## src/rtl/udpcs_pkg.sv

```systemverilog
// ----------------------------------------------------------------------------
// udpcs_pkg
// Shared types, constants and helpers for the UDP checksum engine.
// ----------------------------------------------------------------------------
package udpcs_pkg;

  // Protocol number of UDP as it enters the pseudo-header
  localparam logic [15:0] UdpProto = 16'd17;

  // Byte counter saturates here; anything above 65535 is flagged
  localparam logic [16:0] LenCap = 17'h10000;

  // Largest length that the result can report
  localparam logic [15:0] LenMax = 16'hFFFF;

  // Default number of finished datagrams held between front and back
  localparam int unsigned QueueDepthDef = 2;

  // Per-datagram record handed from the front end to the back end
  typedef struct packed {
    logic [15:0] run_sum;
    logic [15:0] len;
    logic        over;
    logic [31:0] src_ip;
    logic [31:0] dst_ip;
  } rec_t;

  // One's-complement add of two 16-bit words with end-around carry
  function automatic logic [15:0] oc_add(input logic [15:0] a, input logic [15:0] b);
    logic [16:0] s;
    s = {1'b0, a} + {1'b0, b};
    return s[15:0] + {15'd0, s[16]};
  endfunction

endpackage

```

## src/rtl/udpcs_if.sv

```systemverilog
// ----------------------------------------------------------------------------
// udpcs_in_if / udpcs_out_if
// Valid/ready channels carrying datagram words in and checksum results out.
// ----------------------------------------------------------------------------
interface udpcs_in_if;
  logic        valid;
  logic        ready;
  logic [15:0] data_word;
  logic        odd_tail;
  logic        last_word;
  logic [31:0] src_ip;
  logic [31:0] dst_ip;

  modport source (
    output valid, data_word, odd_tail, last_word, src_ip, dst_ip,
    input  ready
  );
  modport sink (
    input  valid, data_word, odd_tail, last_word, src_ip, dst_ip,
    output ready
  );
endinterface

interface udpcs_out_if;
  logic        valid;
  logic        ready;
  logic [15:0] checksum;
  logic [15:0] udp_length;
  logic        too_long;

  modport source (
    output valid, checksum, udp_length, too_long,
    input  ready
  );
  modport sink (
    input  valid, checksum, udp_length, too_long,
    output ready
  );
endinterface

```

## src/rtl/udpcs_front.sv

```systemverilog
// ----------------------------------------------------------------------------
// udpcs_front
// Accepts datagram words, keeps the running one's-complement sum and the
// byte count, and emits one record per datagram on its last word.
// ----------------------------------------------------------------------------
module udpcs_front (
  input  logic                clk_i,
  input  logic                rst_ni,
  udpcs_in_if.sink            in_i,
  input  logic                space_i,
  output logic                push_o,
  output udpcs_pkg::rec_t     rec_o
);

  logic [15:0] sum_q, sum_d, sum_new;
  logic [16:0] cnt_q, cnt_d, cnt_new;
  logic [17:0] cnt_sum;
  logic [15:0] word_eff;
  logic [1:0]  nbytes;
  logic        tail;
  logic        accept;

  assign in_i.ready = space_i;
  assign accept     = in_i.valid && space_i;

  // Mask the pad byte of an odd tail and count one byte for it
  assign tail     = in_i.last_word && in_i.odd_tail;
  assign word_eff = tail ? {in_i.data_word[15:8], 8'h00} : in_i.data_word;
  assign nbytes   = tail ? 2'd1 : 2'd2;

  // Accumulate and saturate the byte count
  assign cnt_sum = {1'b0, cnt_q} + {16'd0, nbytes};
  assign cnt_new = (cnt_sum > {1'b0, udpcs_pkg::LenCap}) ? udpcs_pkg::LenCap
                                                         : cnt_sum[16:0];
  assign sum_new = udpcs_pkg::oc_add(sum_q, word_eff);

  // Advance on every accepted item, clear after the last one
  always_comb begin
    sum_d = sum_q;
    cnt_d = cnt_q;
    if (accept) begin
      if (in_i.last_word) begin
        sum_d = '0;
        cnt_d = '0;
      end else begin
        sum_d = sum_new;
        cnt_d = cnt_new;
      end
    end
  end

  always_ff @(posedge clk_i or negedge rst_ni) begin
    if (!rst_ni) begin
      sum_q <= '0;
      cnt_q <= '0;
    end else begin
      sum_q <= sum_d;
      cnt_q <= cnt_d;
    end
  end

  // Hand the finished datagram to the queue
  assign push_o        = accept && in_i.last_word;
  assign rec_o.run_sum = sum_new;
  assign rec_o.over    = cnt_new[16];
  assign rec_o.len     = cnt_new[16] ? udpcs_pkg::LenMax : cnt_new[15:0];
  assign rec_o.src_ip  = in_i.src_ip;
  assign rec_o.dst_ip  = in_i.dst_ip;

  // State is back at zero after a last word
  a_clear_after_last: assert property (@(posedge clk_i) disable iff (!rst_ni)
    push_o |=> (sum_q == 16'd0) && (cnt_q == 17'd0))
    else $error("front state not cleared after last item");

endmodule

```

## src/rtl/udpcs_queue.sv

```systemverilog
// ----------------------------------------------------------------------------
// udpcs_queue
// Small flop-based FIFO of datagram records between front and back end.
// ----------------------------------------------------------------------------
module udpcs_queue #(
  parameter int unsigned Depth = udpcs_pkg::QueueDepthDef
) (
  input  logic                clk_i,
  input  logic                rst_ni,
  input  logic                push_i,
  input  udpcs_pkg::rec_t     rec_i,
  output logic                space_o,
  input  logic                pop_i,
  output logic                valid_o,
  output udpcs_pkg::rec_t     rec_o
);

  localparam int unsigned PtrW = (Depth > 1) ? $clog2(Depth) : 1;
  localparam int unsigned CntW = $clog2(Depth + 1);
  localparam logic [PtrW-1:0] PtrLast = PtrW'(Depth - 1);
  localparam logic [CntW-1:0] CntFull = CntW'(Depth);

  udpcs_pkg::rec_t mem_q [Depth];
  logic [PtrW-1:0] wr_ptr_q, wr_ptr_d, rd_ptr_q, rd_ptr_d;
  logic [CntW-1:0] cnt_q, cnt_d;
  logic            do_push, do_pop;

  assign space_o = (cnt_q != CntFull);
  assign valid_o = (cnt_q != '0);
  assign rec_o   = mem_q[rd_ptr_q];
  assign do_push = push_i && space_o;
  assign do_pop  = pop_i && valid_o;

  // Advance pointers with wrap and track the fill
  always_comb begin
    wr_ptr_d = wr_ptr_q;
    rd_ptr_d = rd_ptr_q;
    cnt_d    = cnt_q;
    if (do_push) wr_ptr_d = (wr_ptr_q == PtrLast) ? '0 : wr_ptr_q + 1'b1;
    if (do_pop)  rd_ptr_d = (rd_ptr_q == PtrLast) ? '0 : rd_ptr_q + 1'b1;
    if (do_push && !do_pop)      cnt_d = cnt_q + 1'b1;
    else if (do_pop && !do_push) cnt_d = cnt_q - 1'b1;
  end

  always_ff @(posedge clk_i or negedge rst_ni) begin
    if (!rst_ni) begin
      wr_ptr_q <= '0;
      rd_ptr_q <= '0;
      cnt_q    <= '0;
    end else begin
      wr_ptr_q <= wr_ptr_d;
      rd_ptr_q <= rd_ptr_d;
      cnt_q    <= cnt_d;
    end
  end

  // Store records, no reset on payload
  always_ff @(posedge clk_i) begin
    if (do_push) mem_q[wr_ptr_q] <= rec_i;
  end

  a_cnt_bound: assert property (@(posedge clk_i) disable iff (!rst_ni)
    cnt_q <= CntFull)
    else $error("queue fill exceeds depth");

  a_ptr_gap: assert property (@(posedge clk_i) disable iff (!rst_ni)
    (cnt_q == '0) |-> (wr_ptr_q == rd_ptr_q))
    else $error("empty queue with pointers apart");

endmodule

```

## src/rtl/udpcs_back.sv

```systemverilog
// ----------------------------------------------------------------------------
// udpcs_back
// Adds the pseudo-header to a datagram sum, folds, inverts and presents
// the checksum in an output register; two stages with valid/ready flow.
// ----------------------------------------------------------------------------
module udpcs_back (
  input  logic                clk_i,
  input  logic                rst_ni,
  input  logic                valid_i,
  input  udpcs_pkg::rec_t     rec_i,
  output logic                pop_o,
  udpcs_out_if.source         out_o
);

  // Stage A: address halves summed, rest carried along
  logic        a_vld_q;
  logic [17:0] a_ip_q;
  logic [15:0] a_sum_q, a_len_q;
  logic        a_over_q;
  logic [17:0] ip_sum;
  logic        a_ready;

  // Stage B: output register
  logic        o_vld_q;
  logic [15:0] o_chk_q, o_len_q;
  logic        o_over_q;
  logic        o_ready;

  logic [18:0] total;
  logic [16:0] fold1;
  logic [15:0] fold2, chk;

  assign o_ready = !o_vld_q || out_o.ready;
  assign a_ready = !a_vld_q || o_ready;
  assign pop_o   = valid_i && a_ready;

  assign ip_sum = {2'b00, rec_i.src_ip[31:16]} + {2'b00, rec_i.src_ip[15:0]}
                + {2'b00, rec_i.dst_ip[31:16]} + {2'b00, rec_i.dst_ip[15:0]};

  // Full sum, then fold the carries back in twice
  assign total = {1'b0, a_ip_q} + {3'b000, a_sum_q} + {3'b000, a_len_q}
               + {3'b000, udpcs_pkg::UdpProto};
  assign fold1 = {1'b0, total[15:0]} + {14'd0, total[18:16]};
  assign fold2 = fold1[15:0] + {15'd0, fold1[16]};
  assign chk   = (~fold2 == 16'd0) ? 16'hFFFF : ~fold2;

  // Valid flags
  always_ff @(posedge clk_i or negedge rst_ni) begin
    if (!rst_ni) begin
      a_vld_q <= 1'b0;
      o_vld_q <= 1'b0;
    end else begin
      if (a_ready) a_vld_q <= valid_i;
      if (o_ready) o_vld_q <= a_vld_q;
    end
  end

  // Payload stages
  always_ff @(posedge clk_i) begin
    if (pop_o) begin
      a_ip_q   <= ip_sum;
      a_sum_q  <= rec_i.run_sum;
      a_len_q  <= rec_i.len;
      a_over_q <= rec_i.over;
    end
    if (o_ready && a_vld_q) begin
      o_chk_q  <= chk;
      o_len_q  <= a_len_q;
      o_over_q <= a_over_q;
    end
  end

  assign out_o.valid      = o_vld_q;
  assign out_o.checksum   = o_chk_q;
  assign out_o.udp_length = o_len_q;
  assign out_o.too_long   = o_over_q;

  a_stage_hold: assert property (@(posedge clk_i) disable iff (!rst_ni)
    (a_vld_q && !o_ready) |=> a_vld_q && $stable(a_sum_q) && $stable(a_ip_q))
    else $error("stage A lost or changed a stalled record");

endmodule

```

## src/rtl/udp_checksum_pseudo_header.sv

```systemverilog
// ----------------------------------------------------------------------------
// udp_checksum_pseudo_header
// UDP checksum engine over the datagram and the IPv4 pseudo-header.
// ----------------------------------------------------------------------------
// Datagram words enter one per cycle while the queue has space, network
// order, on in_i; the item with last_word set closes the datagram and
// carries src_ip/dst_ip. The front end accumulates the one's-complement sum
// and byte count word by word. Each finished datagram is queued (QueueDepth
// records) and the back end adds the pseudo-header, folds and inverts it in
// two register stages; the result passes the queue, stage A and the output
// register in turn before it is valid on out_o. A stalled output only stops
// the input once the queue is full.
// ----------------------------------------------------------------------------
module udp_checksum_pseudo_header #(
  parameter int unsigned QueueDepth = udpcs_pkg::QueueDepthDef
) (
  input  logic         clk_i,
  input  logic         rst_ni,
  udpcs_in_if.sink     in_i,
  udpcs_out_if.source  out_o
);

  logic            push, space, pop, q_valid;
  udpcs_pkg::rec_t rec_in, rec_out;

  udpcs_front u_front (
    .clk_i   (clk_i),
    .rst_ni  (rst_ni),
    .in_i    (in_i),
    .space_i (space),
    .push_o  (push),
    .rec_o   (rec_in)
  );

  udpcs_queue #(
    .Depth (QueueDepth)
  ) u_queue (
    .clk_i   (clk_i),
    .rst_ni  (rst_ni),
    .push_i  (push),
    .rec_i   (rec_in),
    .space_o (space),
    .pop_i   (pop),
    .valid_o (q_valid),
    .rec_o   (rec_out)
  );

  udpcs_back u_back (
    .clk_i   (clk_i),
    .rst_ni  (rst_ni),
    .valid_i (q_valid),
    .rec_i   (rec_out),
    .pop_o   (pop),
    .out_o   (out_o)
  );

  a_chk_nonzero: assert property (@(posedge clk_i) disable iff (!rst_ni)
    out_o.valid |-> (out_o.checksum != 16'd0))
    else $error("checksum of zero presented");

  a_long_len: assert property (@(posedge clk_i) disable iff (!rst_ni)
    (out_o.valid && out_o.too_long) |-> (out_o.udp_length == udpcs_pkg::LenMax))
    else $error("oversized datagram without saturated length");

endmodule
```

## src/flat_wrapper.sv

```systemverilog
// flat-port wrapper written by rule: the top's interface ports become plain ports
module udp_checksum_pseudo_header_flat 
#(
  parameter int unsigned QueueDepth = udpcs_pkg::QueueDepthDef
)
  (clk_i, rst_ni, in_i_valid, in_i_data_word, in_i_odd_tail, in_i_last_word, in_i_src_ip, in_i_dst_ip, in_i_ready, out_o_valid, out_o_checksum, out_o_udp_length, out_o_too_long, out_o_ready);
  udpcs_in_if in_i_i ();
  udpcs_out_if out_o_i ();
  input  logic clk_i;
  input  logic rst_ni;
  input wire logic [$bits(in_i_i.valid)-1:0] in_i_valid;
  input wire logic [$bits(in_i_i.data_word)-1:0] in_i_data_word;
  input wire logic [$bits(in_i_i.odd_tail)-1:0] in_i_odd_tail;
  input wire logic [$bits(in_i_i.last_word)-1:0] in_i_last_word;
  input wire logic [$bits(in_i_i.src_ip)-1:0] in_i_src_ip;
  input wire logic [$bits(in_i_i.dst_ip)-1:0] in_i_dst_ip;
  output wire logic [$bits(in_i_i.ready)-1:0] in_i_ready;
  output wire logic [$bits(out_o_i.valid)-1:0] out_o_valid;
  output wire logic [$bits(out_o_i.checksum)-1:0] out_o_checksum;
  output wire logic [$bits(out_o_i.udp_length)-1:0] out_o_udp_length;
  output wire logic [$bits(out_o_i.too_long)-1:0] out_o_too_long;
  input wire logic [$bits(out_o_i.ready)-1:0] out_o_ready;
  assign in_i_i.valid = in_i_valid;
  assign in_i_i.data_word = in_i_data_word;
  assign in_i_i.odd_tail = in_i_odd_tail;
  assign in_i_i.last_word = in_i_last_word;
  assign in_i_i.src_ip = in_i_src_ip;
  assign in_i_i.dst_ip = in_i_dst_ip;
  assign in_i_ready = in_i_i.ready;
  assign out_o_valid = out_o_i.valid;
  assign out_o_checksum = out_o_i.checksum;
  assign out_o_udp_length = out_o_i.udp_length;
  assign out_o_too_long = out_o_i.too_long;
  assign out_o_i.ready = out_o_ready;
  udp_checksum_pseudo_header #(.QueueDepth(QueueDepth)) u_core (.clk_i(clk_i), .rst_ni(rst_ni), .in_i(in_i_i), .out_o(out_o_i));
endmodule
```

## config.mk

```make
export PLATFORM = sky130hd
export DESIGN_NAME = udp_checksum_pseudo_header_flat
export DESIGN_NICKNAME = d
export VERILOG_FILES = /design/src/rtl/udpcs_pkg.sv /design/src/rtl/udpcs_if.sv /design/src/rtl/udpcs_front.sv /design/src/rtl/udpcs_queue.sv /design/src/rtl/udpcs_back.sv /design/src/rtl/udp_checksum_pseudo_header.sv /design/src/flat_wrapper.sv
export SDC_FILE = /design/constraint.sdc
export NUM_CORES = 1
export LEC_CHECK = 0
export ABC_AREA = 0
export BUFFER_PORTS_ARGS = -buffer_cell sky130_fd_sc_hd__clkbuf_2
export CORE_AREA = 3 3 209 211
export CTS_CLUSTER_DIAMETER = 120
export DETAILED_ROUTE_END_ITERATION = 7
export DIE_AREA = 0 0 212 214
export GPL_ROUTABILITY_DRIVEN = 0
export GPL_TIMING_DRIVEN = 1
export PLACE_DENSITY = 0.58
export RECOVER_POWER = 50
export SKIP_CTS_REPAIR_TIMING = 1
export SYNTH_ARGS = -nofsm -noshare
export SYNTH_HDL_FRONTEND = slang
export SYNTH_HIERARCHICAL = 1
export SYNTH_SLANG_ARGS = --single-unit
```

## constraint.sdc

```tcl
create_clock -name clk_i -period 9.8 [get_ports clk_i]
set_input_delay 0.98 -clock clk_i [delete_from_list [all_inputs] [get_ports clk_i]]
set_output_delay 0.98 -clock clk_i [all_outputs]
set_load 0.05 [all_outputs]
```

==> impl_metrics.env <==
export IMPL_grt_overflow_total=0
export IMPL_violations="max-capacitance violations, max-slew violations"
export IMPL_ys_seq_area_share_pct=53.1
export IMPL_core_area_um2=41900
export IMPL_fmax_ghz=0.115
export IMPL_ys_ff_latch=317
export IMPL_tns_ns=0
export IMPL_worstPathArrival_ns=9.06
export IMPL_worstMarginPinSlew_ns=3.02
export IMPL_antennaDiodeCount=0
export IMPL_viasPerCell=5.16
export IMPL_fin_util_pct=46.0
export IMPL_grt_max_degree=79
export IMPL_route_vias_total=10300
export IMPL_path_clk_slew_ns=0.06
export IMPL_path_max_fanout=16
export IMPL_worstPathRequired_ns=10.19
export IMPL_nets=1639
export IMPL_final_hold_violation_count=0
export IMPL_finalCritPeriodShare_pct=88.4
export IMPL_drv_slew=235
export IMPL_place_hpwl_mm=24.6
export IMPL_first_iter_violations=636
export IMPL_grt_pass1_wl_mm=55.5
export IMPL_synthesis_nets=1577
export IMPL_ys_warn_count=6
export IMPL_syn_avg_cell_area_um2=12.9
export IMPL_slowest_delay_ns=0.78
export IMPL_cp_slowest_cell="or4_1"
export IMPL_antenna_found_initial=0
export IMPL_io_pins=121
export IMPL_synth_async_sr_flop_share_pct=12.3
export IMPL_die_w_um=212
export IMPL_period_needed_ns=8.67
export IMPL_multi_input_comb_area_um2=7150
export IMPL_synth_top_cell_area_share_pct=47.5
export IMPL_cts_buffers=36
export IMPL_yosys_area_top_type="edfxtp_1"
export IMPL_finalClockSkew_ns=0.0188
export IMPL_die_y_um=214
export IMPL_slew_headroom_pct=-101
export IMPL_grt_pass1_vias=10300
export IMPL_hold_class="reg2reg"
export IMPL_dr_pass1_iters=5
export IMPL_synth_edf_count=278
export IMPL_synthFlopType="edfxtp_1"
export IMPL_drv_cap=5
export IMPL_start_util_pct=41.9
export IMPL_drt_wl_total_mm=34.7
export IMPL_die_area_um2=45400
export IMPL_crit_type="reg2reg"
export IMPL_seq_area_um2=9320
export IMPL_end_kind="register"
export IMPL_synth_most_common_cell="edfxtp_1"
export IMPL_rows=75
export IMPL_setup_viol=0
export IMPL_synth_cell_types=91
export IMPL_syn_instance_count=1362
export IMPL_clockRootBuffer="clkbuf_16"
export IMPL_fillCellCount=3805
export IMPL_drive_gt1_share_pct=18.2
export IMPL_htreeDepth=2
export IMPL_rsz0062_at_grt="false"
export IMPL_status="complete, but fails checks"
export IMPL_drc=0
export IMPL_synthTopCellsByArea="edfxtp_1, fa_1, dfrtp_1, ha_1, mux2_2"
export IMPL_grt_total_usage_pct=15.5
export IMPL_wl_per_cell_um=17.4
export IMPL_synth_commonest_cells="edfxtp_1, inv_1, nand2_1"
export IMPL_synth_area_um2=17600
export IMPL_cp_start_kind="register"
export IMPL_syn2layout_area_growth_pct=10.0
export IMPL_port_buffer_count=120
export IMPL_clock_latency_ns=0.55
export IMPL_tritoncts="built"
export IMPL_ant_nets=0
export IMPL_clock_path_buffers=3
export IMPL_cts_sinks=317
[metrics by stage]
step / cell area (um^2) / instances / hold slack [ns] / setup WS [ns]
floorplan: 17600 / 1362 / 0.400 / 2.40
global route: 19300 / 1991 / 0.430 / 0.492
CTS: 19400 / 1991 / 0.427 / 1.23
finish: 19300 / 1991 / 0.422 / 1.13
global placement: 18200 / 1925 / 0.410 / 1.48
detailed placement: 18200 / 1925 / 0.413 / 1.24
[cells by family (layout without fill, tap and decap cells)]
group                    count (synthesis)  after routing  synth area share (%)
XOR/XNOR                                73             73                  3.73
flip-flops                             317            317                  53.1
AO/OA/AOI/OAI                          212            212                  8.69
adder cells (fa/ha/maj)                130            130                  11.4
buffers and inverters                  211            301                  6.25
AND/OR/NAND/NOR                        319            319                  9.96
multiplexers                           100            100                  6.83
[flip-flops by register name, indices dropped and copies added (netlist names)]
signal / count
u_core/u_front/cnt_q: 17
u_core/u_back/a_sum_q: 16
u_core/u_back/a_over_q: 1
u_core/u_back/out_o.valid: 1
u_core/u_queue/mem_q: 194
u_core/u_back/a_len_q: 16
u_core/u_queue/rd_ptr_q: 1
u_core/u_front/sum_q: 16
u_core/u_back/out_o.udp_length: 16
u_core/u_back/a_vld_q: 1
u_core/u_queue/wr_ptr_q: 1
u_core/u_queue/cnt_q: 2
u_core/u_back/out_o.checksum: 16
u_core/u_back/a_ip_q: 18
u_core/u_back/out_o.too_long: 1
[cells in the final DEF (no fill, tap or decap), types with 9 or more instances in the layout]
cell type  synthesis  final
nor3_1            15     15
a22o_1            14     14
nor2b_1           15     15
a21oi_1           38     38
nand3_1           24     24
and2_1            11     11
dfrtp_1           39     39
clkbuf_1          19     80
nand2b_1          18     18
o21ai_0           41     41
ha_1              78     78
mux2_4            20     20
a21o_1            15     15
clkbuf_16          0     36
edfxtp_1         278    278
nand2_2           10     10
or3_1              9      9
nand4_1           14     14
nor2_1            56     55
mux2_2            78     78
xnor2_1           44     44
and3_1            12     12
inv_1            106    106
fa_1              51     51
clkbuf_2           0     53
xor2_1            28     28
o211ai_1           9      9
nand2_1           84     84
[final cells by class]
class                   count  area share (%)
inverters                 106            2.06
flip-flops and latches    317            48.3
repair buffers            129            2.95
clock buffers              47            4.98
well taps                 539            3.49
multi-input cells         834            37.0
clock inverters            19            1.20
[routing by layer]
layer | GRT usage [%] | wire (um)
met1 | 21.0 | 15700
met2 | 25.6 | 17100
met3 | 2.33 | 1140
met4 | 4.98 | 765
met5 | 0 | 0
[final timing paths]
path	depth (start not counted)	end	startpoint	slack (ns)
worst max-delay path	33	u_core/u_back/out_o.checksum[13]	u_core/u_back/a_ip_q[1]	1.13
worst min-delay path	0	u_core/u_back/out_o.too_long	u_core/u_back/a_over_q	0.42
worst max register to register	33	u_core/u_back/out_o.checksum[13]	u_core/u_back/a_ip_q[1]	1.13
worst min register to register	0	u_core/u_back/out_o.too_long	u_core/u_back/a_over_q	0.42
max in group asynchronous	2	u_core/u_front/cnt_q[14]	rst_ni	7.27
min in group asynchronous	2	u_core/u_front/sum_q[13]	rst_ni	1.22
[critical path: cells and delay by family (launching register included)]
family | cells | cell delay (ns)
flip-flops | 1 | 0.32
XOR/XNOR | 1 | 0.21
adder cells (fa/ha/maj) | 6 | 2.13
AND/OR/NAND/NOR | 13 | 3.77
AO/OA/AOI/OAI | 10 | 1.89
buffers and inverters | 3 | 0.20
Power is not shown: default switching activity piles up to over one toggle a cycle in this logic, so the estimate is an artifact.
